**config.mk**
```make
export PLATFORM = sky130hd
export DESIGN_NAME = rbsi_slab
export DESIGN_NICKNAME = d
export VERILOG_FILES = /design/src/sv/rbsi_pkg.sv /design/src/sv/rbsi_slab.sv
export SDC_FILE = /design/constraint.sdc
export NUM_CORES = 2
export LEC_CHECK = 0
export ABC_AREA = 1
export BUFFER_PORTS_ARGS = -buffer_cell sky130_fd_sc_hd__buf_2
export CORE_MARGIN = 1.5
export CORE_UTILIZATION = 60
export CTS_BUF_LIST = sky130_fd_sc_hd__clkbuf_4
export DETAILED_ROUTE_END_ITERATION = 12
export GPL_TIMING_DRIVEN = 0
export MAX_ROUTING_LAYER = met4
export PLACE_DENSITY = 0.84
export RECOVER_POWER = 25
export SYNTH_ARGS = -nofsm -noshare
export SYNTH_HDL_FRONTEND = slang
export SYNTH_SLANG_ARGS = --single-unit
```
**constraint.sdc**
```tcl
create_clock -name clk -period 7.1 [get_ports clk]
set_input_delay 1.42 -clock clk [delete_from_list [all_inputs] [get_ports clk]]
set_output_delay 1.42 -clock clk [all_outputs]
set_load 0.01 [all_outputs]
```
**src/sv/rbsi_pkg.sv**
```systemverilog
package rbsi_pkg;

	localparam int DATA_W        = 32;
	localparam int FRAC_BITS_DEF = 16;
	localparam int NUM_AXES      = 3;
	localparam int CFG_IDX_W     = 3;
	// bound minus origin, kept exact
	localparam int DIFF_W        = DATA_W + 1;
	localparam int PROD_W        = DIFF_W + DATA_W;

	localparam logic [CFG_IDX_W-1:0] REG_BOX_MIN_X = 3'd0;
	localparam logic [CFG_IDX_W-1:0] REG_BOX_MIN_Y = 3'd1;
	localparam logic [CFG_IDX_W-1:0] REG_BOX_MIN_Z = 3'd2;
	localparam logic [CFG_IDX_W-1:0] REG_BOX_MAX_X = 3'd3;
	localparam logic [CFG_IDX_W-1:0] REG_BOX_MAX_Y = 3'd4;
	localparam logic [CFG_IDX_W-1:0] REG_BOX_MAX_Z = 3'd5;

	typedef struct packed {
		logic signed [DATA_W-1:0] origin_x;
		logic signed [DATA_W-1:0] origin_y;
		logic signed [DATA_W-1:0] origin_z;
		logic signed [DATA_W-1:0] inv_dir_x;
		logic signed [DATA_W-1:0] inv_dir_y;
		logic signed [DATA_W-1:0] inv_dir_z;
		logic signed [DATA_W-1:0] t_low;
		logic signed [DATA_W-1:0] t_high;
	} in_word_t;

	typedef struct packed {
		logic                     hit_flag;
		logic signed [DATA_W-1:0] hit_t;
	} out_word_t;

	// enables of the three register stages inside a slab unit
	typedef struct packed {
		logic s1;
		logic s2;
		logic s3;
	} slab_en_t;

endpackage

```
**src/sv/rbsi_slab.sv**
```systemverilog
module rbsi_slab import rbsi_pkg::*; #(
	parameter int FRAC_BITS = FRAC_BITS_DEF
) (
	input  logic                     clk,
	input  slab_en_t                 en,
	input  logic signed [DATA_W-1:0] bound,
	input  logic signed [DATA_W-1:0] org,
	input  logic signed [DATA_W-1:0] inv,
	output logic signed [DATA_W-1:0] t_slab
);

	logic signed [DIFF_W-1:0] diff_s1;
	logic signed [DATA_W-1:0] inv_s1;
	logic signed [PROD_W-1:0] prod_s2;
	logic signed [PROD_W-1:0] quot;
	logic signed [DATA_W-1:0] t_slab_s3;
	logic                     in_range;

	always_ff @(posedge clk) begin
		if (en.s1) begin
			diff_s1 <= DIFF_W'(bound) - DIFF_W'(org);
			inv_s1  <= inv;
		end
	end

	always_ff @(posedge clk) begin
		if (en.s2) begin
			prod_s2 <= PROD_W'(diff_s1) * PROD_W'(inv_s1);
		end
	end

	// floor shift, then clamp to the 32-bit range
	always_comb begin
		quot     = prod_s2 >>> FRAC_BITS;
		in_range = (quot[PROD_W-1:DATA_W-1] == '0) || (quot[PROD_W-1:DATA_W-1] == '1);
	end

	always_ff @(posedge clk) begin
		if (en.s3) begin
			if (in_range) begin
				t_slab_s3 <= quot[DATA_W-1:0];
			end else if (quot[PROD_W-1]) begin
				t_slab_s3 <= {1'b1, {(DATA_W-1){1'b0}}};
			end else begin
				t_slab_s3 <= {1'b0, {(DATA_W-1){1'b1}}};
			end
		end
	end

	assign t_slab = t_slab_s3;

endmodule
```
==> impl_metrics.tcl <==
set metrics [dict create \
    syn_area_mm2 0.04599 \
    synth.area.top_cells "fa_1 (48%), inv_1 (14%), nand2_1 (13%)" \
    cp_common_cell "fa_1" \
    whs_ns 0.4995 \
    relSlewSlack_pct -134.5 \
    cts_buffers 17 \
    syn_area_per_cell_um2 8.097 \
    grt_pass1_vias 41290 \
    mostFrequentLayoutCells "inv_1 (1687), nand2_1 (1502), fa_1 (1053), ha_1 (169), buf_4 (160)" \
    period_needed_ns 7.592 \
    worst_slack_ns -0.4923 \
    rows 101 \
    yosys.area.top_type_share_pct 48.41 \
    avgRoutedWirePerCell_um 26.48 \
    synth-async-reset-ratio_pct 0 \
    slew_violations 94 \
    ant_nets 0 \
    ys_warn_count 0 \
    vias_per_cell 5.712 \
    dp_slack_ns -1.953 \
    cts_sinks 146 \
    fp.coreArea_mm2 0.07595 \
    rsz0062_at_grt "true" \
    fin_skew_ns 0.09286 \
    totalWireLength_um 186800 \
    worstPathArrival_ns 8.18 \
    max_clock_freq_ghz 0.1317 \
    io_buffers 131 \
    drc 0 \
    rr_worst_depth 31 \
    layout_commonest_cell "inv_1" \
    initial_core_util_pct 60.55 \
    min_path_cells 2 \
    hold_path_class "flip-flop to flip-flop" \
    start_kind "flip-flop" \
    min_period_over_period_pct 106.9 \
    syn-instance-count 5679 \
    cts_tree "done" \
    grt.total_usage_pct 49.71 \
    ys_seq_elements 146 \
    dieHeight_um 279.8 \
    tightest_slew_ns 3.517 \
    max_stage_delay_ns 0.79 \
    synthFlopType "edfxtp_1" \
    synth_area_leader_cell "fa_1" \
    antenna_found_initial 10 \
    drt_first_iter_violations 4822 \
    drt-pass1-iter-count 9 \
    area_growth_pct 15.36 \
    finalHoldViolCount 0 \
    worst-endpoint-required_ns 7.69 \
    synth.distinct_cells 33 \
    yosysSeqAreaShare_pct 9.534 \
    drv_cap 2 \
    place_hpwl_um 147900 \
    die_area_mm2 0.07831 \
    cpMaxStageDelayCell "fa_2" \
    grt_pass1_wl_um 263900 \
    io_pins 132 \
    status "finished, violations left" \
    critPathMaxFanout 4 \
    die_w_um 279.8 \
    syn_nets 7105 \
    overflow 0 \
    crit_path_end_kind "flip-flop" \
    drive_gt1_share_pct 17.20 \
    synth_edf_count 146 \
    grt_max_degree 61 \
    clock_latency_ns 0.80 \
    htree_levels 4 \
    nets 7423 \
    gp_congestion 1.103 \
    clockRootBuffer "clkbuf_4" \
    clock_path_buffers 2 \
    path_clk_slew_ns 0.26 \
    final-setup-viol-count 34 \
    violations "capacitance limit, slew limit, setup timing" \
    vias 40290 \
    path_class "flip-flop to flip-flop" \
]
## sequential cells by signal, summed over array words and instances (netlist names)
| signal | count |
|---|---|
| diff_s1 | 33 |
| inv_s1 | 32 |
| prod_s2 | 49 |
| t_slab | 32 |
## cells by family after synthesis
logic type | share of synthesized area, %
xor+xnor | 1.086
fa+ha+maj | 54.23
flops | 9.534
simple gates | 16.53
compound gates | 2.370
buf+inv | 16.25
## path summary, 6_finish.rpt
kind / endpoint / from / slack, ns
worst max-delay path: prod_s2[61]$_DFFE_PP_ / diff_s1[32]$_DFFE_PP_ / -0.49
worst min-delay path: t_slab[5]$_DFFE_PP_ / prod_s2[21]$_DFFE_PP_ / 0.50
worst max register to register: prod_s2[61]$_DFFE_PP_ / diff_s1[32]$_DFFE_PP_ / -0.49
worst min register to register: t_slab[5]$_DFFE_PP_ / prod_s2[21]$_DFFE_PP_ / 0.50
## worst max-delay path: cells and delay by family (launching register included)
family,cells,cell delay (ns)
compound gates,2,0.37
buf+inv,13,1.34
simple gates,7,0.55
fa+ha+maj,9,4.73
flops,1,0.45
## timing repair
| item | CTS | global route |
|---|---|---|
| gates cloned | 0 | 2 |
| setup endpoints to repair | 49 | 44 |
| resized for setup | 560 | 587 |
| hold buffers | 0 | 0 |
| setup buffers | 108 | 91 |
| pin swaps | 50 | 230 |
## routing by layer
| metal | GRT usage [%] | up-vias | share of wire (%) |
|---|---|---|---|
| met1 | 59.42 | 19740 | 34 |
| met3 | 16.06 | 989 | 14 |
| met2 | 69.75 | 3009 | 42 |
| met4 | 38.38 | 0 | 10 |
| met5 | - | - | 0 |
| li1 | - | 16550 | - |
## cell usage after synthesis, types with 6 or more instances
master / count
a21oi_1: 118
buf_1: 7
buf_2: 6
clkbuf_1: 218
edfxtp_1: 146
fa_1: 1112
ha_1: 214
inv_1: 1757
nand2_1: 1616
nand3_1: 68
nand3b_1: 7
nand4_1: 22
nor2_1: 202
nor3_1: 11
nor4_1: 10
o21ai_0: 64
o21bai_1: 13
or2_2: 8
xnor2_1: 11
xor2_1: 46
## through the flow
stage	instances	util [%]	instance area, µm²	TNS (ns)
6_report	7053	69.85	53050	-8.664
5_1_grt	7049	69.84	53040	-11.55
4_1_cts	6957	66.64	50610	-9.462
3_5_place_dp	6841	63.16	47970	-61.13
3_3_place_gp	6840	63.12	47940	-57.62
2_1_floorplan	5679	-	46000	0
## cell type report
class | instances | area [µm²]
Tap cell | 1030 | 1289
Clock buffer | 17 | 127.6
Antenna cell | 13 | 32.53
Sequential cell | 146 | 4384
Clock inverter | 15 | 182.7
Timing Repair Buffer | 330 | 2446
Fill cell | 5961 | 22900
Inverter | 1758 | 6626
Buffer | 200 | 1610
Multi-Input combinational cell | 3544 | 36350
Power is left out: the tool's default activity adds up to more than one toggle a clock period on the data nets, which glitch-free logic cannot reach.
